`src/svfe_pkg.sv`:
```
// ----------------------------------------------------------------------------
// svfe_pkg
// Shared constants, byte selects and control/status types for the serial
// value frame encoder.
// ----------------------------------------------------------------------------
package svfe_pkg;

  function automatic int dec_digits(input int bits);
    longint v;
    int     n;
    v = longint'(1) << (bits - 1);
    n = 0;
    while (v > 0) begin
      v = v / 10;
      n = n + 1;
    end
    return n;
  endfunction

  localparam int VALUE_BITS  = 16;
  localparam int MAX_ENTRIES = 9;
  localparam int FIELD_COUNT = 5;
  localparam int DEC_DIGITS  = dec_digits(VALUE_BITS);
  localparam int BCD_BITS    = 4 * DEC_DIGITS;
  localparam int SEQ_DIGITS  = 3;
  localparam int SEQ_BITS    = 4 * SEQ_DIGITS;
  localparam int CNT_W       = $clog2(VALUE_BITS);

  localparam logic [7:0] ASCII_S     = 8'h53;
  localparam logic [7:0] ASCII_P     = 8'h50;
  localparam logic [7:0] ASCII_T     = 8'h54;
  localparam logic [7:0] ASCII_PLUS  = 8'h2B;
  localparam logic [7:0] ASCII_MINUS = 8'h2D;
  localparam logic [7:0] ASCII_V     = 8'h76;
  localparam logic [7:0] ASCII_A     = 8'h61;
  localparam logic [3:0] ASCII_DIGIT_HI = 4'h3;

  localparam logic [2:0] SEL_KIND  = 3'd0;
  localparam logic [2:0] SEL_SEQ   = 3'd1;
  localparam logic [2:0] SEL_ENTRY = 3'd2;
  localparam logic [2:0] SEL_FIELD = 3'd3;
  localparam logic [2:0] SEL_DIGIT = 3'd4;
  localparam logic [2:0] SEL_SIGN  = 3'd5;
  localparam logic [2:0] SEL_TRAIL = 3'd6;

  typedef struct packed {
    logic       load;
    logic       conv_step;
    logic       dig_shift;
    logic       seq_shift;
    logic       emit;
    logic [2:0] sel;
    logic       run_end;
  } ctrl_t;

  typedef struct packed {
    logic has_hdr;
    logic has_val;
    logic has_t;
    logic digit_zero;
    logic out_free;
  } stat_t;

endpackage

```
`src/svfe_datapath.sv`:
```
// ----------------------------------------------------------------------------
// svfe_datapath
// Item registers, BCD sequence counters, binary-to-BCD shifter and the
// output register.
// ----------------------------------------------------------------------------
module svfe_datapath (
  input  logic                                  clk,
  input  logic                                  rst_n,
  input  logic                                  cfg_we,
  input  logic [3:0]                            cfg_data,
  input  logic                                  in_frame_kind,
  input  logic [3:0]                            in_entry_index,
  input  logic [2:0]                            in_field_index,
  input  logic signed [svfe_pkg::VALUE_BITS-1:0] in_value,
  input  logic                                  in_first_slot,
  input  logic                                  in_last_slot,
  input  logic                                  out_ready,
  output logic                                  out_valid,
  output logic [7:0]                            out_byte,
  output logic                                  out_run_end,
  input  svfe_pkg::ctrl_t                       cmd,
  output svfe_pkg::stat_t                       stat
);

  logic [3:0]                      entries_r;
  logic [svfe_pkg::SEQ_BITS-1:0]   s_seq_r;
  logic [svfe_pkg::SEQ_BITS-1:0]   p_seq_r;
  logic [svfe_pkg::SEQ_BITS-1:0]   seq_sh_r;
  logic [svfe_pkg::SEQ_BITS-1:0]   seq_inc;
  logic [svfe_pkg::SEQ_BITS-1:0]   seq_sel;
  logic                            kind_r;
  logic [3:0]                      entry_r;
  logic [2:0]                      field_r;
  logic                            neg_r;
  logic [svfe_pkg::VALUE_BITS-1:0] mag_r;
  logic [svfe_pkg::VALUE_BITS-1:0] mag_in;
  logic [svfe_pkg::BCD_BITS-1:0]   bcd_r;
  logic [svfe_pkg::BCD_BITS-1:0]   bcd_adj;
  logic                            has_hdr_r;
  logic                            has_val_r;
  logic                            has_t_r;
  logic                            in_use;
  logic                            val_in;
  logic                            out_valid_r;
  logic [7:0]                      out_byte_r;
  logic                            run_end_r;
  logic [7:0]                      byte_nxt;
  logic                            carry;

  assign seq_sel = in_frame_kind ? p_seq_r : s_seq_r;

  always_comb begin
    carry = 1'b1;
    for (int i = 0; i < svfe_pkg::SEQ_DIGITS; i++) begin
      if (carry && seq_sel[4*i +: 4] == 4'd9) begin
        seq_inc[4*i +: 4] = 4'd0;
      end else begin
        seq_inc[4*i +: 4] = seq_sel[4*i +: 4] + {3'b000, carry};
        carry = 1'b0;
      end
    end
  end

  assign mag_in = in_value[svfe_pkg::VALUE_BITS-1] ? (~in_value + 1'b1) : in_value;
  assign in_use = in_frame_kind ||
                  (({1'b0, in_entry_index} < {1'b0, entries_r}) &&
                   ({1'b0, in_entry_index} < 5'(svfe_pkg::MAX_ENTRIES)));
  assign val_in = (in_value != '0) && in_use &&
                  ({1'b0, in_field_index} < 4'(svfe_pkg::FIELD_COUNT));

  always_comb begin
    for (int i = 0; i < svfe_pkg::DEC_DIGITS; i++) begin
      bcd_adj[4*i +: 4] = (bcd_r[4*i +: 4] >= 4'd5) ? bcd_r[4*i +: 4] + 4'd3
                                                    : bcd_r[4*i +: 4];
    end
  end

  always_comb begin
    case (cmd.sel)
      svfe_pkg::SEL_KIND:  byte_nxt = kind_r ? svfe_pkg::ASCII_P : svfe_pkg::ASCII_S;
      svfe_pkg::SEL_SEQ:   byte_nxt = {svfe_pkg::ASCII_DIGIT_HI,
                                       seq_sh_r[svfe_pkg::SEQ_BITS-1 -: 4]};
      svfe_pkg::SEL_ENTRY: byte_nxt = svfe_pkg::ASCII_A + {4'b0000, entry_r};
      svfe_pkg::SEL_FIELD: byte_nxt = svfe_pkg::ASCII_V + {5'b00000, field_r};
      svfe_pkg::SEL_DIGIT: byte_nxt = {svfe_pkg::ASCII_DIGIT_HI,
                                       bcd_r[svfe_pkg::BCD_BITS-1 -: 4]};
      svfe_pkg::SEL_SIGN:  byte_nxt = neg_r ? svfe_pkg::ASCII_MINUS : svfe_pkg::ASCII_PLUS;
      svfe_pkg::SEL_TRAIL: byte_nxt = svfe_pkg::ASCII_T;
      default:             byte_nxt = svfe_pkg::ASCII_T;
    endcase
  end

  always_ff @(posedge clk) begin
    if (!rst_n) begin
      entries_r   <= 4'(svfe_pkg::MAX_ENTRIES);
      s_seq_r     <= '0;
      p_seq_r     <= '0;
      has_hdr_r   <= 1'b0;
      has_val_r   <= 1'b0;
      has_t_r     <= 1'b0;
      out_valid_r <= 1'b0;
    end else begin
      if (cfg_we) begin
        entries_r <= cfg_data;
      end
      if (cmd.load) begin
        has_hdr_r <= in_first_slot;
        has_val_r <= val_in;
        has_t_r   <= in_last_slot;
        if (in_first_slot) begin
          if (in_frame_kind) begin
            p_seq_r <= seq_inc;
          end else begin
            s_seq_r <= seq_inc;
          end
        end
      end
      if (cmd.emit) begin
        out_valid_r <= 1'b1;
      end else if (out_ready) begin
        out_valid_r <= 1'b0;
      end
    end
  end

  always_ff @(posedge clk) begin
    if (cmd.load) begin
      kind_r   <= in_frame_kind;
      entry_r  <= in_frame_kind ? 4'd0 : in_entry_index;
      field_r  <= in_field_index;
      neg_r    <= in_value[svfe_pkg::VALUE_BITS-1];
      mag_r    <= mag_in;
      bcd_r    <= '0;
      seq_sh_r <= seq_sel;
    end else begin
      if (cmd.conv_step) begin
        bcd_r <= {bcd_adj[svfe_pkg::BCD_BITS-2:0], mag_r[svfe_pkg::VALUE_BITS-1]};
        mag_r <= {mag_r[svfe_pkg::VALUE_BITS-2:0], 1'b0};
      end else if (cmd.dig_shift) begin
        bcd_r <= {bcd_r[svfe_pkg::BCD_BITS-5:0], 4'd0};
      end
      if (cmd.seq_shift) begin
        seq_sh_r <= {seq_sh_r[svfe_pkg::SEQ_BITS-5:0], 4'd0};
      end
    end
    if (cmd.emit) begin
      out_byte_r <= byte_nxt;
      run_end_r  <= cmd.run_end;
    end
  end

  assign stat.has_hdr    = has_hdr_r;
  assign stat.has_val    = has_val_r;
  assign stat.has_t      = has_t_r;
  assign stat.digit_zero = (bcd_r[svfe_pkg::BCD_BITS-1 -: 4] == 4'd0);
  assign stat.out_free   = !out_valid_r || out_ready;

  assign out_valid   = out_valid_r;
  assign out_byte    = out_byte_r;
  assign out_run_end = run_end_r;

endmodule

```
`src/svfe_ctrl.sv`:
```
// ----------------------------------------------------------------------------
// svfe_ctrl
// Sequencer for one transaction: dispatch, conversion, header, value
// letters, digits, sign and trailer.
// ----------------------------------------------------------------------------
module svfe_ctrl (
  input  logic            clk,
  input  logic            rst_n,
  input  logic            in_valid,
  output logic            in_ready,
  input  svfe_pkg::stat_t stat,
  output svfe_pkg::ctrl_t cmd
);

  localparam logic [3:0] S_IDLE = 4'd0;
  localparam logic [3:0] S_DISP = 4'd1;
  localparam logic [3:0] S_CONV = 4'd2;
  localparam logic [3:0] S_HDR  = 4'd3;
  localparam logic [3:0] S_ENT  = 4'd4;
  localparam logic [3:0] S_FLD  = 4'd5;
  localparam logic [3:0] S_SKIP = 4'd6;
  localparam logic [3:0] S_DIG  = 4'd7;
  localparam logic [3:0] S_SIGN = 4'd8;
  localparam logic [3:0] S_TRL  = 4'd9;

  logic [3:0]                 state_r;
  logic [3:0]                 state_nxt;
  logic [svfe_pkg::CNT_W-1:0] cnt_r;
  logic [svfe_pkg::CNT_W-1:0] cnt_nxt;
  logic [3:0]                 after_val;

  assign in_ready  = (state_r == S_IDLE);
  assign after_val = stat.has_t ? S_TRL : S_IDLE;

  always_comb begin
    state_nxt     = state_r;
    cnt_nxt       = cnt_r;
    cmd           = '0;
    cmd.sel       = svfe_pkg::SEL_TRAIL;
    case (state_r)
      S_IDLE: begin
        if (in_valid) begin
          cmd.load  = 1'b1;
          state_nxt = S_DISP;
          cnt_nxt   = '0;
        end
      end
      S_DISP: begin
        if (stat.has_val) begin
          state_nxt = S_CONV;
        end else if (stat.has_hdr) begin
          state_nxt = S_HDR;
        end else begin
          state_nxt = after_val;
        end
      end
      S_CONV: begin
        cmd.conv_step = 1'b1;
        if (cnt_r == svfe_pkg::CNT_W'(svfe_pkg::VALUE_BITS - 1)) begin
          cnt_nxt   = '0;
          state_nxt = stat.has_hdr ? S_HDR : S_ENT;
        end else begin
          cnt_nxt = cnt_r + 1'b1;
        end
      end
      S_HDR: begin
        cmd.sel = (cnt_r == '0) ? svfe_pkg::SEL_KIND : svfe_pkg::SEL_SEQ;
        if (stat.out_free) begin
          cmd.emit      = 1'b1;
          cmd.seq_shift = (cnt_r != '0);
          if (cnt_r == svfe_pkg::CNT_W'(svfe_pkg::SEQ_DIGITS)) begin
            cmd.run_end = !stat.has_val && !stat.has_t;
            cnt_nxt     = '0;
            state_nxt   = stat.has_val ? S_ENT : after_val;
          end else begin
            cnt_nxt = cnt_r + 1'b1;
          end
        end
      end
      S_ENT: begin
        cmd.sel = svfe_pkg::SEL_ENTRY;
        if (stat.out_free) begin
          cmd.emit  = 1'b1;
          state_nxt = S_FLD;
        end
      end
      S_FLD: begin
        cmd.sel = svfe_pkg::SEL_FIELD;
        if (stat.out_free) begin
          cmd.emit  = 1'b1;
          cnt_nxt   = '0;
          state_nxt = S_SKIP;
        end
      end
      S_SKIP: begin
        if (stat.digit_zero && cnt_r != svfe_pkg::CNT_W'(svfe_pkg::DEC_DIGITS - 1)) begin
          cmd.dig_shift = 1'b1;
          cnt_nxt       = cnt_r + 1'b1;
        end else begin
          state_nxt = S_DIG;
        end
      end
      S_DIG: begin
        cmd.sel = svfe_pkg::SEL_DIGIT;
        if (stat.out_free) begin
          cmd.emit      = 1'b1;
          cmd.dig_shift = 1'b1;
          if (cnt_r == svfe_pkg::CNT_W'(svfe_pkg::DEC_DIGITS - 1)) begin
            cnt_nxt   = '0;
            state_nxt = S_SIGN;
          end else begin
            cnt_nxt = cnt_r + 1'b1;
          end
        end
      end
      S_SIGN: begin
        cmd.sel = svfe_pkg::SEL_SIGN;
        if (stat.out_free) begin
          cmd.emit    = 1'b1;
          cmd.run_end = !stat.has_t;
          state_nxt   = after_val;
        end
      end
      S_TRL: begin
        cmd.sel = svfe_pkg::SEL_TRAIL;
        if (stat.out_free) begin
          cmd.emit    = 1'b1;
          cmd.run_end = 1'b1;
          state_nxt   = S_IDLE;
        end
      end
      default: begin
        state_nxt = S_IDLE;
      end
    endcase
  end

  always_ff @(posedge clk) begin
    if (!rst_n) begin
      state_r <= S_IDLE;
      cnt_r   <= '0;
    end else begin
      state_r <= state_nxt;
      cnt_r   <= cnt_nxt;
    end
  end

`ifndef SYNTHESIS
  a_emit_free: assert property (@(posedge clk) disable iff (!rst_n)
    cmd.emit |-> stat.out_free) else $error("byte emitted into a full output register");

  a_end_idle: assert property (@(posedge clk) disable iff (!rst_n)
    (cmd.emit && cmd.run_end) |=> (state_r == S_IDLE))
    else $error("sequencer busy after final byte");

  a_load_idle: assert property (@(posedge clk) disable iff (!rst_n)
    cmd.load |-> (state_r == S_IDLE)) else $error("load outside idle");

  a_hdr_cnt: assert property (@(posedge clk) disable iff (!rst_n)
    (state_r == S_HDR) |-> (cnt_r <= svfe_pkg::CNT_W'(svfe_pkg::SEQ_DIGITS)))
    else $error("header counter out of range");
`endif

endmodule

```
`src/serial_value_frame_encoder_top.sv`:
```
// Sequence: a dispatch state after the accepting edge, then binary-to-BCD shifting of all VALUE_BITS (16)
// bits for a value that is emitted, then skipping of leading zeros.
// Throughput: one byte per cycle while out_ready is high, outside the conversion and zero-skip states;
// in_ready only when idle, so a slot is taken once the last one has emitted its bytes (at most 13).
// Reset: rst_n synchronous, active low; both sequence counters clear, entries_r reads 9.
// ----------------------------------------------------------------------------
// serial_value_frame_encoder_top
// Encodes one value slot per transaction into the ASCII frame byte stream.
// ----------------------------------------------------------------------------
module serial_value_frame_encoder_top (
  input  logic                                  clk,
  input  logic                                  rst_n,
  input  logic                                  cfg_we,
  input  logic [3:0]                            cfg_data,
  input  logic                                  in_valid,
  output logic                                  in_ready,
  input  logic                                  in_frame_kind,
  input  logic [3:0]                            in_entry_index,
  input  logic [2:0]                            in_field_index,
  input  logic signed [svfe_pkg::VALUE_BITS-1:0] in_value,
  input  logic                                  in_first_slot,
  input  logic                                  in_last_slot,
  output logic                                  out_valid,
  input  logic                                  out_ready,
  output logic [7:0]                            out_byte,
  output logic                                  out_run_end
);

  svfe_pkg::ctrl_t cmd;
  svfe_pkg::stat_t stat;

  svfe_ctrl u_ctrl (
    .clk      (clk),
    .rst_n    (rst_n),
    .in_valid (in_valid),
    .in_ready (in_ready),
    .stat     (stat),
    .cmd      (cmd)
  );

  svfe_datapath u_datapath (
    .clk            (clk),
    .rst_n          (rst_n),
    .cfg_we         (cfg_we),
    .cfg_data       (cfg_data),
    .in_frame_kind  (in_frame_kind),
    .in_entry_index (in_entry_index),
    .in_field_index (in_field_index),
    .in_value       (in_value),
    .in_first_slot  (in_first_slot),
    .in_last_slot   (in_last_slot),
    .out_ready      (out_ready),
    .out_valid      (out_valid),
    .out_byte       (out_byte),
    .out_run_end    (out_run_end),
    .cmd            (cmd),
    .stat           (stat)
  );

endmodule

```
`config.mk`:
```
export PLATFORM = sky130hd
export DESIGN_NAME = serial_value_frame_encoder_top
export DESIGN_NICKNAME = d
export VERILOG_FILES = /design/src/svfe_pkg.sv /design/src/svfe_datapath.sv /design/src/svfe_ctrl.sv /design/src/serial_value_frame_encoder_top.sv
export SDC_FILE = /design/constraint.sdc
export NUM_CORES = 1
export LEC_CHECK = 0
export ABC_CLOCK_PERIOD_IN_PS = 4500
export BUFFER_PORTS_ARGS = -buffer_cell sky130_fd_sc_hd__buf_2
export CORE_MARGIN = 2
export CORE_UTILIZATION = 45
export DETAILED_ROUTE_END_ITERATION = 8
export SYNTH_ARGS = -nofsm -noshare
export SYNTH_HDL_FRONTEND = slang
export SYNTH_SLANG_ARGS = --single-unit
```
`constraint.sdc`:
```
create_clock -name clk -period 4.5 [get_ports clk]
set_input_delay 0.45 -clock clk [delete_from_list [all_inputs] [get_ports clk]]
set_output_delay 0.45 -clock clk [all_outputs]
set_load 0.01 [all_outputs]
```
==> results.tsv, run 1 <==
stage	metric	value	unit
cts	numCtsBuffers	9	
cts	tritoncts	built	
yosys	async_reset_ff_share	0	%
power	powerDensity	424	nW/µm²
flow_run	cap_violations	0	
power	p_total	2.89	mW
min_path	hold_path_class	primary input to flip-flop	
timing	setup_violations	0	
cells_and_area	drive_gt1_share	13.8	%
timing	final.period_utilization	60.1	%
cts	cts_setup_buffers	0	
timing	hold_viol	0	
timing	rsz0062_at_grt	no	
floorplanning	coreArea	13800	µm²
drt	detail_route.wl_per_cell	15.7	µm
yosys	netlist-cell-type-count	83	
placed_design	dpl-instance-area	6510	µm²
outcome	status	completed	
yosys	synth-edff-count	45	
cells_and_area	utilization	49.4	%
cts	root_buffer	clkbuf_16	
yosys	syn-instance-count	690	
cts	post_cts_resized	0	
setup_path	cp.arrival	2.98	ns
power	swShare	32.6	%
power	clockPowerShare	27.4	%
cells_and_area	syn_to_final_growth	8.26	%
yosys	synthMuxAreaShare	5.06	%
global_routing	grt_pass1_vias	4583	
power	seqPwrFrac	46.5	%
yosys	synthXorXnorAreaFrac	3.76	%
floorplanning	start_util	45.6	%
yosys	syn_area_per_cell	9.11	µm²
timing	drv_slew	0	
timing	tightest_slew	0.998	ns
setup_path	worst_setup_path_end_kind	flip-flop	
drt	vias	5028	
yosys	synth_top_family_by_area	simple AND/OR/NAND/NOR gates	
timing	worst_clock_skew	0.00747	ns
floorplanning	die-width	122	µm
drt	routed_wl	14.0	mm
cts	cts_buffer_depth	2	
drt	drt-pass1-iter-count	5	
global_routing	overflow	0	
yosys	synth_top_flop_cell	dfxtp_1	
yosys	synth-simple-area-share	20.7	%
cts	clkLatencyLatePin	0.35	ns
global_routing	grt_usage	19.4	%
placed_design	portBuffers	44	
drt	routed_via_density	5.64	
floorplanning	die_h	122	µm
power	p_sw	0.940	mW
yosys	yosysWarnings	0	
cts	cts_sinks	105	
power	pwr-share-comb	26.0	%
global_routing	antenna_found_initial	0	
placed_design	dp_hpwl	9.94	mm
floorplanning	row_count	43	
yosys	synth-compound-area-share	19.2	%
setup_path	path_max_fanout	24	
drt	drc	0	
cells_and_area	layout.nets	765	
power	intPower	1.95	mW
global_routing	grt_pass1_wl	22.9	mm
timing	fin_setup_tns	0	ns
placed_design	gp_congestion	0.886	
drt	postRouteAntennaNets	0	
yosys	syn_nets	748	
setup_path	crit_required	4.78	ns
cells_and_area	antennaDiodeCount	0	
timing	fin_crit	2.71	ns
floorplanning	die_area	14900	µm²
power	ir_drop	0.229	mV
cts	htree_levels	3	
timing	timing.fmax	369	MHz
floorplanning	io_pins	46	
cts	clk_pin_slew_worst_paths	0.07	ns
yosys	ys_seq_area_share	40.6	%
power	leakage	2.51	nW
yosys	synth_area	6290	µm²
cts	ctsHoldBuffers	0	
cells_and_area	fin_area	6810	µm²
global_routing	grt_max_degree	59	
setup_path	critPathLaunchType	flip-flop	
drt	drt-initial-drc-count	446	
yosys	synth_fa_ha_area_share	4.58	%
timing	relSlewSlack	33.4	%
setup_path	path_class	flip-flop to flip-flop	
yosys	synth-seq-cells	105	
power groups by stage:
| stage | Sequential [mW] | Clock (mW) | Combinational (mW) |
|---|---|---|---|
| after floorplan | 1.31 | 0 | 0.625 |
| after global placement | 1.36 | 0 | 0.742 |
| after detailed placement | 1.36 | 0 | 0.756 |
| after CTS | 1.34 | 0.818 | 0.759 |
| after global routing | 1.37 | 0.847 | 0.854 |
| final | 1.34 | 0.791 | 0.752 |
layout by cell type (no fill, tap or decap), types with 5 or more instances in the layout:
cell / n
and3_1: 7
buf_2: 44
mux2i_1: 16
o31a_1: 5
o211ai_1: 6
clkbuf_16: 9
nor2b_1: 10
a21oi_1: 35
o22ai_1: 15
nor2_1: 28
o21a_1: 6
dfxtp_1: 60
nand3_1: 15
nor3_1: 5
o21ai_0: 70
nand2_1: 106
nor3b_1: 12
ha_1: 23
nand4_1: 7
xnor2_1: 12
a31oi_1: 7
mux2_2: 14
inv_1: 31
xor2_1: 15
edfxtp_1: 45
nand2b_1: 8
nand3b_1: 5
synth_stat cells, types with 8 or more instances:
cell | count | share of area (%)
nor2_1 | 28 | 1.7
buf_2 | 11 | 0.88
mux2i_1 | 16 | 2.5
a21oi_1 | 35 | 2.8
edfxtp_1 | 45 | 21
nand2_1 | 106 | 6.3
nor3b_1 | 12 | 1.4
inv_1 | 31 | 1.9
nor2b_1 | 10 | 1.0
nand3_1 | 15 | 1.2
o22ai_1 | 15 | 1.5
ha_1 | 23 | 4.6
nand2b_1 | 8 | 0.80
xor2_1 | 15 | 2.1
o21ai_0 | 70 | 5.6
dfxtp_1 | 60 | 19
xnor2_1 | 12 | 1.7
mux2_2 | 14 | 2.5
clkbuf_1 | 19 | 1.1
cell families after synthesis:
| logic type | after synthesis |
|---|---|
| AO/OA/AOI/OAI | 187 |
| XOR/XNOR | 27 |
| adder cells (fa/ha/maj) | 23 |
| buffers and inverters | 74 |
| flip-flops | 105 |
| multiplexers | 30 |
| other | 1 |
| AND/OR/NAND/NOR | 243 |
flip-flops by register name (all words and copies together) (netlist names), 7 cells and up:
| signal | count |
|---|---|
| u_datapath.out_byte | 7 |
| u_datapath.s_seq_r | 12 |
| u_datapath.bcd_r | 20 |
| u_datapath.p_seq_r | 12 |
| u_datapath.mag_r | 16 |
| u_datapath.seq_sh_r | 12 |
worst paths after layout:
kind                                                          start                                   to  slack [ns]  cells past startpoint
worst min register to register  u_datapath.s_seq_r[11]$_SDFFE_PN0P_  u_datapath.s_seq_r[11]$_SDFFE_PN0P_        0.47                      2
worst min-delay path                              in_field_index[1]      u_datapath.field_r[1]$_DFFE_PP_        0.32                      1
worst max register to register       u_ctrl.state_r[0]$_SDFFE_PN0P_   u_datapath.p_seq_r[6]$_SDFFE_PN0P_        1.79                      6
worst max-delay path                 u_ctrl.state_r[0]$_SDFFE_PN0P_   u_datapath.p_seq_r[6]$_SDFFE_PN0P_        1.79                      6
area by class of cell:
| cell class | instances | area, µm² |
|---|---|---|
| clock buffer | 10 | 239 |
| clock inverter | 6 | 57.6 |
| fill | 1305 | 6970 |
| inverter | 32 | 125 |
| multi-input combinational | 511 | 3360 |
| sequential | 105 | 2550 |
| tap | 180 | 225 |
| timing repair buffer | 48 | 250 |
critical path, stage by stage (launching register included):
cell,delay (ns)
dfxtp_1,0.61
nor4_4,0.54
nand2_2,0.28
clkinv_4,0.26
and3_1,0.53
nand2_1,0.20
o211ai_1,0.21
routing by layer:
metal | GRT usage [%] | part of all wire (%) | vias up
li1 | - | - | 2542
met2 | 31.0 | 47 | 104
met5 | 0 | 0 | -
met3 | 4.73 | 4.6 | 12
met1 | 26.4 | 48 | 2370
met4 | 4.67 | 1.1 | 0
stage by stage:
step	hold WS, ns	std cells	worst slack [ns]
floorplan	0.443	690	2.35
global placement	0.453	876	1.89
global route	0.302	892	1.52
finish	0.317	892	1.79
detailed placement	0.458	876	1.79
CTS	0.296	892	1.77
(Power assumes the default switching activity.)
==> inputs of run 2 (changes only) <==
ABC_CLOCK_PERIOD_IN_PS = 2800   (was 4500)
clock period = 2.8 ns   (was 4.5 ns; I/O delays follow)
==> results.tsv, run 2 (synthesis gave the netlist of run 1 again) <==
stage	metric	value	unit
cells_and_area	antennaDiodeCount	0	
power	ir_drop	0.476	mV
setup_path	path_cells	nand4bb_1 > nor4_1 > mux2i_1 > inv_1 > ha_1 > nand4_1 > nand2_1 > xnor2_1 > o221ai_1 > o22ai_1	
setup_path	worst_setup_path_end_kind	flip-flop	
timing	hold-worst-slack	0.116	ns
timing	rsz0062_at_grt	no	
cells_and_area	largestRegisters	u_datapath.bcd_r: 20 flops, u_datapath.mag_r: 16 flops	
cells_and_area	syn_to_final_growth	10.2	%
global_routing	grt_usage	19.5	%
floorplanning	coreArea	13800	µm²
cts	cts_buffer_depth	2	
cells_and_area	largest_register_ff_count	20	
global_routing	antenna_found_initial	0	
global_routing	grt_max_degree	58	
cells_and_area	layout.nets	780	
power	powerDensity	683	nW/µm²
cts	clk_pin_slew_worst_paths	0.07	ns
timing	fin_setup_tns	0	ns
cts	tritoncts	built	
timing	tightest_slew	0.921	ns
setup_path	crit_required	3.08	ns
cts	post_cts_resized	0	
timing	drv_slew	0	
drt	detail_route.wl_per_cell	15.5	µm
cells_and_area	final_common_cell	nand2_1	
cts	root_buffer	clkbuf_16	
cts	numCtsBuffers	9	
drt	drt-initial-drc-count	471	
placed_design	dp_slack	0.446	ns
cells_and_area	drive_gt1_share	15.4	%
timing	fin_crit	2.42	ns
floorplanning	io_pins	46	
placed_design	dp_hpwl	10.1	mm
floorplanning	die_h	122	µm
timing	relSlewSlack	38.5	%
drt	postRouteAntennaNets	0	
timing	worst_clock_skew	0.00721	ns
cts	cts_sinks	105	
cells_and_area	final_cells	907	
cells_and_area	regMostFlops	u_datapath.bcd_r	
setup_path	cp.arrival	2.70	ns
floorplanning	die-width	122	µm
timing	hold_viol	0	
timing	final.period_utilization	86.3	%
drt	vias	5073	
placed_design	portBuffers	44	
cells_and_area	most-common-layout-cells	nand2_1 (106), o21ai_0 (70), dfxtp_1 (60), edfxtp_1 (45), buf_2 (44)	
flow_run	cap_violations	0	
cts	ctsHoldBuffers	0	
placed_design	dpl-instance-area	6620	µm²
cells_and_area	nFillCells	1345	
floorplanning	start_util	45.6	%
setup_path	path_max_fanout	6	
cts	cts_setup_buffers	0	
power	leakage	2.59	nW
outcome	status	completed	
global_routing	overflow	0	
global_routing	grt_pass1_wl	23.0	mm
cells_and_area	fin_area	6930	µm²
floorplanning	die_area	14900	µm²
setup_path	cp_slowest_cell	nor4_1	
setup_path	critPathLaunchType	flip-flop	
timing	setup_violations	0	
drt	drc	0	
placed_design	dp_cells	891	
drt	routed_via_density	5.59	
drt	drt-pass1-iter-count	5	
timing	timing.fmax	414	MHz
global_routing	grt_pass1_vias	4725	
placed_design	gp_congestion	0.920	
min_path	hold_path_class	primary input to flip-flop	
cts	htree_levels	3	
floorplanning	row_count	43	
drt	routed_wl	14.0	mm
setup_path	path_class	flip-flop to flip-flop	
setup_path	max_stage_delay	0.51	ns
cts	clkLatencyLatePin	0.35	ns
timing	finalWorstSetupSlack	0.384	ns
## run 2: changes by cell type in the layout (fill, tap and decap cells not counted), sizes merged
cell,change
clkbuf,+2
buf,+15
clkinv,-2
## run 2: path summary, 6_finish.rpt
kind / start / to / slack (ns) / depth (start not counted)
setup / recovery: u_datapath.s_seq_r[2]$_SDFFE_PN0P_ / u_datapath.p_seq_r[11]$_SDFFE_PN0P_ / 0.38 / 10
hold / removal: in_field_index[2] / u_datapath.field_r[2]$_DFFE_PP_ / 0.12 / 1
setup reg to reg: u_datapath.s_seq_r[2]$_SDFFE_PN0P_ / u_datapath.p_seq_r[11]$_SDFFE_PN0P_ / 0.38 / 10
hold reg to reg: u_datapath.s_seq_r[11]$_SDFFE_PN0P_ / u_datapath.s_seq_r[11]$_SDFFE_PN0P_ / 0.47 / 2
## run 2: metrics by stage
step           total power [mW]  utilization, %
4_1_cts                    4.77            50.3
3_5_place_dp               3.46            48.1
6_report                   4.73            50.3
2_1_floorplan              3.11               -
5_1_grt                    5.02            50.3
3_3_place_gp               3.41            48.1
## run 2: routing by layer
metal / up-vias / GRT usage [%] / share of wire (%)
li1: 2565 / - / -
met1: 2379 / 25.6 / 47
met2: 113 / 31.5 / 47
met3: 16 / 4.82 / 4.6
met4: 0 / 6.11 / 1.3
met5: - / 0 / 0
## run 2: final cells by class
class	count	area, µm²	share of cell area, %
timing repair buffer	63	363	5.24
clock inverter	4	51.3	0.740
tap	180	225	3.25
sequential	105	2550	36.8
multi-input combinational	511	3360	48.4
clock buffer	12	256	3.70
inverter	32	125	1.81
## run 2: power by group
part           switching, mW  internal [mW]  leakage [nW]
logic                  0.777          0.498          1.52
clock network          0.564          0.743         0.149
registers              0.194           1.95         0.918
## run 2: critical path, delay by kind of cell, from the launching register on
kind                       cells  cell delay [ns]
AOI/OAI and AO/OA              2             0.32
xor gates and xnor gates       1             0.11
adders and majority gates      1             0.20
and+or+nand+nor                4             0.94
buffers and inverters          1             0.12
DFF                            1             0.34
muxes                          1             0.31
==> inputs of run 3 (changes only) <==
BUFFER_PORTS_ARGS = -buffer_cell sky130_fd_sc_hd__buf_4   (was -buffer_cell sky130_fd_sc_hd__buf_2)
==> results.tsv, run 3 (synthesis gave the netlist of run 1 again) <==
stage	metric	value	unit
global_routing	grt_max_degree	59	
timing	hold_viol	0	
drt	drt-pass1-iter-count	4	
cells_and_area	drive_gt1_share	14.8	%
timing	setup_violations	0	
placed_design	dp_hpwl	9.99	mm
timing	relSlewSlack	53.7	%
timing	timing.fmax	404	MHz
drt	routed_wl	13.9	mm
cells_and_area	seqCellArea	2550	µm²
setup_path	worst_setup_path_end_kind	flip-flop	
cts	numCtsBuffers	9	
cts	post_cts_resized	0	
cells_and_area	final_common_cell	nand2_1	
cells_and_area	antennaDiodeCount	0	
setup_path	cp.arrival	2.75	ns
power	leakage	2.62	nW
floorplanning	die_area	14900	µm²
timing	rsz0062_at_grt	no	
setup_path	path_max_fanout	6	
cells_and_area	syn_to_final_growth	11.9	%
cts	cts_setup_buffers	0	
floorplanning	coreArea	13800	µm²
placed_design	portBuffers	44	
global_routing	overflow	0	
drt	drt-initial-drc-count	376	
min_path	hold_path_class	primary input to flip-flop	
global_routing	grt_pass1_wl	23.1	mm
setup_path	critPathLaunchType	flip-flop	
cells_and_area	multi_input_area	3360	µm²
cts	cts_buffer_depth	2	
setup_path	crit_required	3.08	ns
min_path	min_from	in_field_index[1]	
timing	worst_clock_skew	0.00921	ns
cells_and_area	nFillCells	1332	
drt	postRouteAntennaNets	0	
drt	vias	5121	
cells_and_area	largest_register_ff_count	20	
floorplanning	row_count	43	
cts	cts_sinks	105	
setup_path	path_class	flip-flop to flip-flop	
placed_design	gp_congestion	0.906	
cts	htree_levels	3	
timing	fin_setup_tns	0	ns
timing	fin_crit	2.48	ns
cts	tritoncts	built	
floorplanning	start_util	45.6	%
drt	routed_via_density	5.68	
global_routing	grt_pass1_vias	4753	
power	ir_drop	0.363	mV
global_routing	grt_usage	19.3	%
cells_and_area	regMostFlops	u_datapath.bcd_r	
cts	root_buffer	clkbuf_16	
cts	clk_pin_slew_worst_paths	0.07	ns
floorplanning	die_h	122	µm
cts	ctsHoldBuffers	0	
timing	tightest_slew	0.693	ns
flow_run	cap_violations	0	
drt	drc	0	
drt	detail_route.wl_per_cell	15.4	µm
outcome	status	completed	
setup_path	setup.worst_path.start	u_datapath.s_seq_r[1]$_SDFFE_PN0P_	
global_routing	antenna_found_initial	0	
power	powerDensity	690	nW/µm²
timing	final.period_utilization	88.5	%
timing	drv_slew	0	
cells_and_area	largestRegisters	u_datapath.bcd_r: 20 flops, u_datapath.mag_r: 16 flops	
floorplanning	io_pins	46	
timing	hold-worst-slack	0.117	ns
cts	clkLatencyLatePin	0.35	ns
cells_and_area	most-common-layout-cells	nand2_1 (106), o21ai_0 (70), dfxtp_1 (60), buf_4 (58), edfxtp_1 (45)	
cells_and_area	layout.nets	775	
setup_path	regToRegStartpoint	u_datapath.s_seq_r[1]$_SDFFE_PN0P_	
floorplanning	die-width	122	µm
==> run 3: changes by cell type in the layout (fill, tap and decap cells not counted), sizes merged <==
cell and delta:
buf -5, bufinv +1, clkinvlp -1
==> run 3: critical path, stage by stage, from the launching register on <==
cell	delay, ns
dfxtp_1	0.34
nand4bb_1	0.22
nor4_1	0.56
mux2i_1	0.33
inv_1	0.12
ha_1	0.18
nand4_1	0.11
nand2_1	0.11
xnor2_1	0.12
o221ai_1	0.15
o22ai_1	0.16
==> run 3: stage by stage <==
step                utilization, %  area [µm²]  cells  setup WS (ns)  power (mW)
global route                  51.1        7040    902          0.132        5.15
floorplan                        -        6290    690          0.700        3.11
finish                        51.1        7040    902          0.322        4.85
CTS                           51.1        7040    902          0.366        4.91
detailed placement            48.6        6690    886          0.398        3.48
global placement              48.6        6690    886          0.612        3.44
==> run 3: cell type report <==
| cell class | instances | share of cell area (%) |
|---|---|---|
| Sequential cell | 105 | 36.3 |
| Tap cell | 180 | 3.20 |
| Clock buffer | 12 | 3.81 |
| Clock inverter | 4 | 1.05 |
| Timing Repair Buffer | 58 | 6.19 |
| Inverter | 32 | 1.78 |
| Multi-Input combinational cell | 511 | 47.7 |
==> run 3: worst paths after layout <==
kind | end | slack (ns) | cells after the start
max reg2reg | u_datapath.p_seq_r[11]$_SDFFE_PN0P_ | 0.32 | 10
min | u_datapath.field_r[1]$_DFFE_PP_ | 0.12 | 1
max | u_datapath.p_seq_r[11]$_SDFFE_PN0P_ | 0.32 | 10
min reg2reg | u_datapath.s_seq_r[11]$_SDFFE_PN0P_ | 0.47 | 2
==> run 3: power by group <==
| part | switching (mW) | internal (mW) | total, mW |
|---|---|---|---|
| clock network | 0.549 | 0.863 | 1.41 |
| logic | 0.772 | 0.515 | 1.29 |
| registers | 0.200 | 1.96 | 2.16 |
| total | 1.52 | 3.33 | 4.85 |
==> run 3: metal layers <==
layer | track usage [%] | vias to the layer above | wire [µm]
met1 | 26.7 | 2457 | 6770
met3 | 4.59 | 21 | 541
met4 | 5.46 | 0 | 206
met5 | 0 | - | 0
li1 | - | 2553 | -
met2 | 30.2 | 90 | 6400
